===== config.mk =====
export PLATFORM = sky130hd
export DESIGN_NAME = tmse_ctrl
export DESIGN_NICKNAME = d
export VERILOG_FILES = /design/src/rtl/tmse_pkg.sv /design/src/rtl/tmse_ctrl.sv
export SDC_FILE = /design/constraint.sdc
export NUM_CORES = 1
export LEC_CHECK = 0
export BUFFER_PORTS_ARGS = -buffer_cell sky130_fd_sc_hd__buf_2
export CAP_MARGIN = 30
export CORE_ASPECT_RATIO = 0.6
export CORE_MARGIN = 8
export CORE_UTILIZATION = 43
export CTS_BUF_LIST = sky130_fd_sc_hd__clkbuf_4 sky130_fd_sc_hd__clkbuf_8 sky130_fd_sc_hd__clkbuf_16
export CTS_CLUSTER_SIZE = 12
export DETAILED_ROUTE_END_ITERATION = 10
export PLACE_DENSITY = 0.7
export SLEW_MARGIN = 15
export SYNTH_ARGS = -nofsm -noshare
export SYNTH_HDL_FRONTEND = slang
export SYNTH_SLANG_ARGS = --single-unit

===== constraint.sdc =====
create_clock -name clk_i -period 7.55 [get_ports clk_i]
set_input_delay 1.51 -clock clk_i [delete_from_list [all_inputs] [get_ports clk_i]]
set_output_delay 1.51 -clock clk_i [all_outputs]
set_load 0.03 [all_outputs]

===== src/rtl/tmse_pkg.sv =====
`timescale 1ns / 1ps
// ----------------------------------------------------------------------------
// Turing machine step engine package
// Shared types, codes and constants for the step engine, its controller and
// its storage.
// ----------------------------------------------------------------------------
package tmse_pkg;

  // Symbols and tape.
  localparam int unsigned SYMBOL_BITS = 8;
  localparam int unsigned SYM_COUNT   = 1 << SYMBOL_BITS;
  localparam int unsigned TAPE_CELLS  = 4096;
  localparam int unsigned TAPE_AW     = $clog2(TAPE_CELLS);

  localparam logic [SYMBOL_BITS-1:0] BLANK = SYMBOL_BITS'(95);
  localparam logic [SYMBOL_BITS-1:0] BANG  = SYMBOL_BITS'(33);

  localparam logic signed [TAPE_AW-1:0] HEAD_MAX = TAPE_AW'(TAPE_CELLS / 2 - 1);
  localparam logic signed [TAPE_AW-1:0] HEAD_MIN = TAPE_AW'(TAPE_CELLS / 2);

  localparam logic signed [8:0] NO_NEXT = -9'sd2;

  localparam logic [1:0] MOVE_NONE  = 2'd0;
  localparam logic [1:0] MOVE_RIGHT = 2'd1;

  // Stream widths.
  localparam int unsigned ITEM_W      = 46;
  localparam int unsigned TDATA_IN_W  = 48;
  localparam int unsigned TDATA_OUT_W = 40;

  typedef enum logic [2:0] {
    KIND_STEP  = 3'd0,
    KIND_LOAD  = 3'd1,
    KIND_ALLOW = 3'd2,
    KIND_CLEAR = 3'd3,
    KIND_CELL  = 3'd4
  } tmse_kind_e;

  typedef enum logic [2:0] {
    STATUS_APPLIED  = 3'd0,
    STATUS_NO_TRANS = 3'd1,
    STATUS_RANGE    = 3'd2,
    STATUS_REJECT   = 3'd3,
    STATUS_LIMIT    = 3'd4,
    STATUS_DONE     = 3'd5
  } tmse_status_e;

  typedef enum logic [2:0] {
    ST_INIT,
    ST_IDLE,
    ST_TBL,
    ST_ALW,
    ST_CLR,
    ST_EXEC
  } tmse_fsm_e;

  // Request payload, last field in the lowest bits.
  typedef struct packed {
    logic signed [TAPE_AW-1:0]   cell_pos;
    logic [1:0]                  move;
    logic signed [8:0]           goto_state;
    logic [SYMBOL_BITS-1:0]      wsym;
    logic                        valid;
    logic [SYMBOL_BITS-1:0]      rsym;
    logic [5:0]                  sidx;
  } tmse_item_t;

  // Result payload, status in the lowest bits.
  typedef struct packed {
    logic [1:0]                  move;
    logic signed [8:0]           next;
    logic [SYMBOL_BITS-1:0]      sym;
    logic signed [TAPE_AW-1:0]   head;
    logic [5:0]                  state;
    logic [2:0]                  status;
  } tmse_result_t;

  // One transition table entry.
  typedef struct packed {
    logic                        valid;
    logic [SYMBOL_BITS-1:0]      sym;
    logic signed [8:0]           next;
    logic [1:0]                  move;
  } tmse_entry_t;

  // Memory port strobes from the controller.
  typedef struct packed {
    logic tape_re;
    logic tape_we;
    logic tbl_re;
    logic tbl_we;
    logic alw_re;
    logic alw_we;
  } tmse_mem_ctl_t;

  // Signed cell index to tape address: the midpoint of the tape is cell zero.
  function automatic logic [TAPE_AW-1:0] tape_addr(input logic signed [TAPE_AW-1:0] p);
    return {~p[TAPE_AW-1], p[TAPE_AW-2:0]};
  endfunction

endpackage


===== src/rtl/tmse_ctrl.sv =====
`timescale 1ns / 1ps
// ----------------------------------------------------------------------------
// Step engine controller
// Sequences memory reads and write-back for each request, holds the machine
// state and head, runs the clearing sweeps and owns the result register.
// ----------------------------------------------------------------------------
module tmse_ctrl #(
  parameter int unsigned MAX_STATES = 64
) (
  input  logic                                   clk_i,
  input  logic                                   rst_ni,
  input  logic [6:0]                             num_states_i,
  input  logic                                   s_valid_i,
  output logic                                   s_ready_o,
  input  logic [2:0]                             s_kind_i,
  input  tmse_pkg::tmse_item_t                   s_item_i,
  output logic                                   m_valid_o,
  input  logic                                   m_ready_i,
  output tmse_pkg::tmse_result_t                 m_result_o,
  output tmse_pkg::tmse_mem_ctl_t                mem_ctl_o,
  output logic [tmse_pkg::TAPE_AW-1:0]           tape_raddr_o,
  output logic [tmse_pkg::TAPE_AW-1:0]           tape_waddr_o,
  output logic [tmse_pkg::SYMBOL_BITS-1:0]       tape_wdata_o,
  input  logic [tmse_pkg::SYMBOL_BITS-1:0]       tape_rdata_i,
  output logic [$clog2(MAX_STATES)+tmse_pkg::SYMBOL_BITS-1:0] tbl_raddr_o,
  output logic [$clog2(MAX_STATES)+tmse_pkg::SYMBOL_BITS-1:0] tbl_waddr_o,
  output tmse_pkg::tmse_entry_t                  tbl_wdata_o,
  input  tmse_pkg::tmse_entry_t                  tbl_rdata_i,
  output logic [tmse_pkg::SYMBOL_BITS-1:0]       alw_raddr_o,
  output logic [tmse_pkg::SYMBOL_BITS-1:0]       alw_waddr_o,
  output logic                                   alw_wdata_o,
  input  logic                                   alw_rdata_i
);
  import tmse_pkg::*;

  localparam int unsigned SW        = $clog2(MAX_STATES);
  localparam int unsigned TBL_DEPTH = MAX_STATES * SYM_COUNT;
  localparam int unsigned CLR_DEPTH = (TBL_DEPTH > TAPE_CELLS) ? TBL_DEPTH : TAPE_CELLS;
  localparam int unsigned CW        = $clog2(CLR_DEPTH);

  tmse_fsm_e                  fsm_q, fsm_d;
  logic [CW-1:0]              cnt_q, cnt_d;
  logic [SW-1:0]              mstate_q, mstate_d;
  logic signed [TAPE_AW-1:0]  head_q, head_d;
  logic                       out_valid_q, out_valid_d;
  tmse_result_t               out_q, out_d;
  tmse_item_t                 item_q;
  tmse_kind_e                 kind_q;
  logic                       accept;

  logic [8:0]                 limit;
  tmse_entry_t                ent;
  logic                       bad_sym;
  logic                       next_ge;
  tmse_status_e               ex_status;
  logic [SYMBOL_BITS-1:0]     ex_sym;
  logic signed [8:0]          ex_next;
  logic [1:0]                 ex_move;
  logic [SW-1:0]              ex_mstate;
  logic signed [TAPE_AW-1:0]  ex_head;
  logic                       ex_tape_we;
  logic                       ex_tbl_we;
  logic                       ex_alw_we;
  logic [TAPE_AW-1:0]         ex_tape_addr;
  logic [SYMBOL_BITS-1:0]     ex_tape_data;

  // A register value above the table size acts as the table size.
  assign limit = (9'(num_states_i) < 9'(MAX_STATES)) ? 9'(num_states_i) : 9'(MAX_STATES);
  assign ent   = tbl_rdata_i;

  // Outcome of the request held in item_q, evaluated in the execute state.
  always_comb begin
    bad_sym      = (ent.sym != '0) && !alw_rdata_i && (ent.sym != BLANK);
    next_ge      = !ent.next[8] && ({1'b0, ent.next[7:0]} >= limit);
    ex_status    = STATUS_DONE;
    ex_sym       = '0;
    ex_next      = NO_NEXT;
    ex_move      = MOVE_NONE;
    ex_mstate    = mstate_q;
    ex_head      = head_q;
    ex_tape_we   = 1'b0;
    ex_tbl_we    = 1'b0;
    ex_alw_we    = 1'b0;
    ex_tape_addr = tape_addr(head_q);
    ex_tape_data = ent.sym;
    case (kind_q)
      KIND_STEP: begin
        if (9'(mstate_q) >= limit) begin
          ex_status = STATUS_RANGE;
        end else if (!ent.valid) begin
          ex_status = STATUS_NO_TRANS;
        end else begin
          ex_sym  = ent.sym;
          ex_next = ent.next;
          ex_move = ent.move;
          if (next_ge || bad_sym) begin
            ex_status = STATUS_REJECT;
          end else begin
            ex_status = STATUS_APPLIED;
            if (!ent.next[8]) begin
              ex_mstate = SW'(ent.next[7:0]);
            end
            ex_tape_we = (ent.sym != '0) && (ent.sym != BANG);
            // The state and the cell are updated even when the move is refused.
            if (ent.move == MOVE_RIGHT) begin
              if (head_q != HEAD_MAX) begin
                ex_head = head_q + TAPE_AW'(1);
              end else begin
                ex_status = STATUS_LIMIT;
              end
            end else if (ent.move != MOVE_NONE) begin
              if (head_q != HEAD_MIN) begin
                ex_head = head_q - TAPE_AW'(1);
              end else begin
                ex_status = STATUS_LIMIT;
              end
            end
          end
        end
      end
      KIND_LOAD: begin
        ex_tbl_we = 9'(item_q.sidx) < 9'(MAX_STATES);
      end
      KIND_ALLOW: begin
        ex_alw_we = 1'b1;
      end
      KIND_CELL: begin
        ex_tape_we   = 1'b1;
        ex_tape_addr = tape_addr(item_q.cell_pos);
        ex_tape_data = item_q.rsym;
      end
      default: begin
      end
    endcase
  end

  always_comb begin
    fsm_d        = fsm_q;
    cnt_d        = cnt_q;
    mstate_d     = mstate_q;
    head_d       = head_q;
    out_valid_d  = out_valid_q && !m_ready_i;
    out_d        = out_q;
    s_ready_o    = 1'b0;
    mem_ctl_o    = '0;
    tape_raddr_o = tape_addr(head_q);
    tape_waddr_o = ex_tape_addr;
    tape_wdata_o = ex_tape_data;
    tbl_raddr_o  = {mstate_q, tape_rdata_i};
    tbl_waddr_o  = {SW'(item_q.sidx), item_q.rsym};
    tbl_wdata_o  = '{valid: item_q.valid, sym: item_q.wsym,
                     next: item_q.goto_state, move: item_q.move};
    alw_raddr_o  = ent.sym;
    alw_waddr_o  = item_q.rsym;
    alw_wdata_o  = item_q.valid;
    case (fsm_q)
      ST_INIT: begin
        if ({1'b0, cnt_q} < (CW + 1)'(TBL_DEPTH)) begin
          mem_ctl_o.tbl_we = 1'b1;
        end
        if ({1'b0, cnt_q} < (CW + 1)'(TAPE_CELLS)) begin
          mem_ctl_o.tape_we = 1'b1;
        end
        if ({1'b0, cnt_q} < (CW + 1)'(SYM_COUNT)) begin
          mem_ctl_o.alw_we = 1'b1;
        end
        tbl_waddr_o  = cnt_q[$clog2(TBL_DEPTH)-1:0];
        tbl_wdata_o  = '0;
        tape_waddr_o = cnt_q[TAPE_AW-1:0];
        tape_wdata_o = BLANK;
        alw_waddr_o  = cnt_q[SYMBOL_BITS-1:0];
        alw_wdata_o  = 1'b0;
        if (cnt_q == CW'(CLR_DEPTH - 1)) begin
          cnt_d = '0;
          fsm_d = ST_IDLE;
        end else begin
          cnt_d = cnt_q + CW'(1);
        end
      end
      ST_IDLE: begin
        s_ready_o = 1'b1;
        if (s_valid_i) begin
          case (s_kind_i)
            KIND_STEP: begin
              mem_ctl_o.tape_re = 1'b1;
              fsm_d             = ST_TBL;
            end
            KIND_CLEAR: begin
              fsm_d = ST_CLR;
            end
            default: begin
              fsm_d = ST_EXEC;
            end
          endcase
        end
      end
      ST_TBL: begin
        mem_ctl_o.tbl_re = 1'b1;
        fsm_d            = ST_ALW;
      end
      ST_ALW: begin
        mem_ctl_o.alw_re = 1'b1;
        fsm_d            = ST_EXEC;
      end
      ST_CLR: begin
        mem_ctl_o.tape_we = 1'b1;
        tape_waddr_o      = cnt_q[TAPE_AW-1:0];
        tape_wdata_o      = BLANK;
        if (cnt_q == CW'(TAPE_CELLS - 1)) begin
          cnt_d    = '0;
          mstate_d = '0;
          head_d   = '0;
          fsm_d    = ST_EXEC;
        end else begin
          cnt_d = cnt_q + CW'(1);
        end
      end
      ST_EXEC: begin
        // Commit only when the result register is free or being drained.
        if (!out_valid_q || m_ready_i) begin
          mem_ctl_o.tape_we = ex_tape_we;
          mem_ctl_o.tbl_we  = ex_tbl_we;
          mem_ctl_o.alw_we  = ex_alw_we;
          mstate_d          = ex_mstate;
          head_d            = ex_head;
          out_valid_d       = 1'b1;
          out_d.status      = ex_status;
          out_d.state       = 6'(ex_mstate);
          out_d.head        = ex_head;
          out_d.sym         = ex_sym;
          out_d.next        = ex_next;
          out_d.move        = ex_move;
          fsm_d             = ST_IDLE;
        end
      end
      default: begin
        fsm_d = ST_IDLE;
      end
    endcase
  end

  assign accept = s_valid_i && s_ready_o;

  always_ff @(posedge clk_i or negedge rst_ni) begin
    if (!rst_ni) begin
      fsm_q       <= ST_INIT;
      cnt_q       <= '0;
      mstate_q    <= '0;
      head_q      <= '0;
      out_valid_q <= 1'b0;
    end else begin
      fsm_q       <= fsm_d;
      cnt_q       <= cnt_d;
      mstate_q    <= mstate_d;
      head_q      <= head_d;
      out_valid_q <= out_valid_d;
    end
  end

  always_ff @(posedge clk_i) begin
    if (accept) begin
      item_q <= s_item_i;
      kind_q <= tmse_kind_e'(s_kind_i);
    end
    out_q <= out_d;
  end

  assign m_valid_o  = out_valid_q;
  assign m_result_o = out_q;

  // A new result only appears right after the execute state.
  a_result_from_exec: assert property (@(posedge clk_i) disable iff (!rst_ni)
    $rose(out_valid_q) |-> $past(fsm_q == ST_EXEC))
    else $error("result raised outside the execute state");

  // The head only moves on a committed request or at the end of a tape clear.
  a_head_changes: assert property (@(posedge clk_i) disable iff (!rst_ni)
    !$stable(head_q) |-> ($past(fsm_q == ST_EXEC) || $past(fsm_q == ST_CLR)))
    else $error("head changed outside commit or clear");

  // The machine state never leaves the table.
  a_state_in_table: assert property (@(posedge clk_i) disable iff (!rst_ni)
    9'(mstate_q) < 9'(MAX_STATES))
    else $error("machine state beyond table size");

  // The allowed-symbol lookup always follows the table lookup.
  a_read_chain: assert property (@(posedge clk_i) disable iff (!rst_ni)
    (fsm_q == ST_ALW) |-> $past(fsm_q == ST_TBL))
    else $error("allowed-symbol read without table read");

endmodule


---- Word-level counts from Yosys, hierarchy flattened ----
Cells that the tools add are included.
word-level totals
  word-level logic and storage cells ...... 141
  input port bits ......................... 89
  bits in registers ....................... 125
  output and inout bits ................... 145
operators by class
  magnitude comparators ................... 5
  add/subtract/negate cells ............... 3
  bitwise logic cells ..................... 4
  multiplexer cells ....................... 66
  equal/unequal tests ..................... 20
  reductions and logical operators ........ 24
operators with widths
  cell                                                   count
  two-way mux 12 bit                                     12
  two-way mux 14 bit                                     3
  two-way mux 6 bit                                      7
  two-way mux 3 bit                                      11
  case mux 14 bit (2 select lines)                       1
  two-way mux 8 bit                                      3
  inequality test 12 bit (second input constant)         2
  case mux 12 bit (2 select lines)                       1
  two-way mux 20 bit                                     1
  two-way mux 1 bit                                      19
  case mux 3 bit (6 select lines)                        1
  adder 14 x 1 -> 14 bit (second input constant)         1
  == test 14 x 12 -> 1 bit (second input constant)       1
  == test 14 bit (second input constant)                 1
  < comparator 14 x 13 -> 1 bit (second input constant)  1
  < comparator 14 x 9 -> 1 bit (second input constant)   1
  adder 12 x 2 -> 12 bit (second input constant)         1
  == test 3 x 2 -> 1 bit (second input constant)         4
  case mux 6 bit (2 select lines)                        1
  subtractor 12 x 2 -> 12 bit (second input constant)    1
  == test 3 bit (second input constant)                  3
  zero test 3 bit                                        3
  greater-or-equal comparator 8 x 7 -> 1 bit             1
  inequality test 2 bit (second input constant)          4
  other kinds (21)                                       38

---- Logic depth before layout (Yosys ltp) ----
  depth after elaboration ................. 11
  gate-level depth with buffers ........... 11
  depth with buffers taken out ............ 9

---- Worst setup path before layout ----
OpenSTA, ideal clock, no wires.
  path type ............................... input port to output port
  start ................................... input port s_valid_i
  end ..................................... output port mem_ctl_o[5] (netlist bit)
  data required time ...................... 6040 ps
  arrival ................................. 6370 ps
  path buffers ............................ 0
  stages on the path ...................... 2
  slack ................................... -330 ps
  cells stage by stage .................... nor3b_1 -> nor4b_1
RTL lines
  what         RTL line         source
  from (decl)  tmse_ctrl.sv:13  input logic s_valid_i,
  to (decl)    tmse_ctrl.sv:20  output tmse_pkg::tmse_mem_ctl_t mem_ctl_o,

==> results.cfg <==
[global_route]
use_met2_pct = 28.1
top_usage_layer = met1
grt_overflow = 0
grt_pass1_wl_um = 31500
met1_usage_pct = 28.1
grt.total_usage_pct = 19.8
antenna_found_initial = 1
grt_pass1_vias = 5513
grt_use_met3_pct = 7.23
grt_max_degree = 54

[worst_setup_path]
cp_max_fo = 9
path_cells = buf_2, inv_1, nand2_1, ha_1, a211oi_1, o311a_1, o21ai_2, a211oi_4, a21oi_1, o41ai_1, buf_2
cpPeakStageDelay_ns = 0.47
critPathRequiredTime_ns = 6.04
start_kind = input port
critPathSlowestCell = a211oi_4
crit_type = input port to primary output
critPathBufInv = 3
rrSetupSlack_ns = 4.49
critPathMostFrequentCell = buf_2
worstPathArrival_ns = 4.08
cp_top_family = compound AO/OA/AOI/OAI gates
end_kind = primary output

[clock_network]
numCtsBuffers = 17
cts_root_buf = clkbuf_16
ctsResizeCount = 0
numClockSinks = 125
clk_path_buf_depth = 2
ctsHtreeMaxLevel = 4
clkTransAtPathRegs_ns = 0.06
cts_tree = done
hold_buffers = 0
post_cts_buffers = 0
clock_latency_ns = 0.41

[synth]
synth_cell_types = 79
ys.flop_type = edfxtp_1
postSynthAreaPerCell_um2 = 10.8
netlist_instances = 632
synth_edf_count = 89
synthArstFlopShare_pct = 28.8
syn-cell-area_um2 = 6850
synth-seq-cells = 125
syn-num-nets = 738
yosysSeqAreaShare_pct = 52.2
ys_warn_count = 0

[power]
p_leak_nw = 3.60
ir_drop_mv = 0.211
total_power_mw = 3.21
p_sw_share_pct = 44.0
p_sw_mw = 1.41
power.density_nw_per_um2 = 379
clkPwrFrac_pct = 26.7
pwr-share-comb_pct = 42.3
p_int_mw = 1.80
pwr-share-seq_pct = 30.9

[route]
drt_iter0_markers = 486
vias = 5569
drc = 0
first_pass_iters = 5
drt-total-wl_um = 20200
wl_per_cell_um = 19.8
ant_nets = 0
vias_per_cell = 5.44

[placement]
post-dp-hpwl_um = 15200
place_ws_ns = 1.93
globalplace.congestion = 0.973
io_buffers = 217

[cells_and_area]
layout_commonest_cell = buf_2
final_cell_mix = 217 x buf_2, 89 x edfxtp_1, 81 x nand2_1, 39 x nor2_1, 36 x dfrtp_1
post-route-util_pct = 54.8
finalNetCount = 914
n_antenna_cell = 0
area_growth_pct = 23.5
layout-drive-gt1-share_pct = 37.4
nFillCells = 1407

[die]
io-pin-count = 234
fp-row-count = 35
core_um2 = 15500
start_util_pct = 44.3
dieArea_um2 = 20400
chipHeight_um = 114
fp.dieW_um = 179

[hold_path]
min_path_type = flop to flop

[sta]
tns_ns = 0
min_period_over_period_pct = 74.1
setup_ws_ns = 1.96
whs_ns = 0.558
setup_violations = 0
slew_viol_final = 0
tightest_slew_ns = 0.834
max_freq_mhz = 179
max_slew_margin_pct = 44.3
min_period_ns = 5.59
hold_viol_final = 0
finClkSkew_ns = 0.0108
rsz0062_at_grt = no

[status]
status = complete, no violations

[flow_run]
drv_cap = 0
cells in the mapped netlist (5+ instances only):
cell | count | area share, %
edfxtp_1 | 89 | 39
nand2_1 | 81 | 4.4
nor2_1 | 40 | 2.2
buf_4 | 36 | 3.9
dfrtp_1 | 36 | 13
nor2b_1 | 25 | 2.3
mux2_2 | 20 | 3.3
nand3_1 | 20 | 1.5
o21ai_0 | 20 | 1.5
a21oi_1 | 18 | 1.3
clkbuf_1 | 17 | 0.93
ha_1 | 17 | 3.1
and2_1 | 14 | 1.3
inv_1 | 14 | 0.77
nand2b_1 | 14 | 1.3
nor3_1 | 12 | 0.88
a22o_1 | 10 | 1.3
a31oi_1 | 10 | 0.91
nor4_1 | 9 | 0.82
xor2_1 | 9 | 1.2
buf_2 | 8 | 0.58
xnor2_1 | 7 | 0.89
o211ai_1 | 5 | 0.55
o21a_1 | 5 | 0.55
or4_1 | 5 | 0.55
state kept, by name, summed over array words and instances, names as in the netlist:
name,count
kind_q,3
head_q,12
fsm_q,3
item_q,46
cnt_q,14
m_result_o,40
mstate_q,6
m_valid_o,1
path summary, 6_finish.rpt:
path                                      start           end  cells past startpoint
max in group asynchronous                rst_ni     cnt_q[13]                      2
worst min-delay path                mstate_q[0]   mstate_q[0]                      1
min in group asynchronous                rst_ni     head_q[2]                      1
worst max-delay path            num_states_i[6]  mem_ctl_o[4]                     11
worst min register to register      mstate_q[0]   mstate_q[0]                      1
worst max register to register        kind_q[0]     head_q[4]                      6
area by class of cell:
type | count | area, um2 | share of cell area, %
flip-flops and latches | 125 | 3570 | 42.2
multi-input cells | 426 | 2820 | 33.4
repair buffers | 224 | 1150 | 13.6
clock buffers | 17 | 425 | 5.03
well taps | 203 | 254 | 3.00
clock inverters | 15 | 184 | 2.17
inverters | 14 | 52.6 | 0.621
routing by layer:
layer	share of wire, %	up-vias	wire [um]
li1	-	2635	-
met1	45	2627	9190
met4	0.88	2	178
met2	42	285	8520
met5	0.064	-	13
met3	12	20	2330
kinds of logic after synthesis:
logic type / count (synthesis) / share of synthesized area [%]
flops: 125 / 52.2
fa+ha+maj: 17 / 3.10
xor+xnor: 16 / 2.05
buf+inv: 81 / 6.90
compound gates: 111 / 11.7
simple gates: 262 / 20.8
mux: 20 / 3.29
power groups by stage:
stage | logic (mW) | clock network [mW] | registers (mW)
after floorplan | 0.935 | 0 | 1.05
after global placement | 1.36 | 0 | 1.00
after detailed placement | 1.36 | 0 | 1.00
after CTS | 1.37 | 0.874 | 0.991
after global routing | 1.46 | 0.904 | 1.01
final | 1.36 | 0.857 | 0.992
through the flow:
step                      instance area, um2  instances
after global routing                    8460       1024
after detailed placement                7840        991
after floorplan                         6860        632
final                                   8460       1024
after global placement                  7840        991
after CTS                               8440       1023
(Power assumes the default switching activity.)
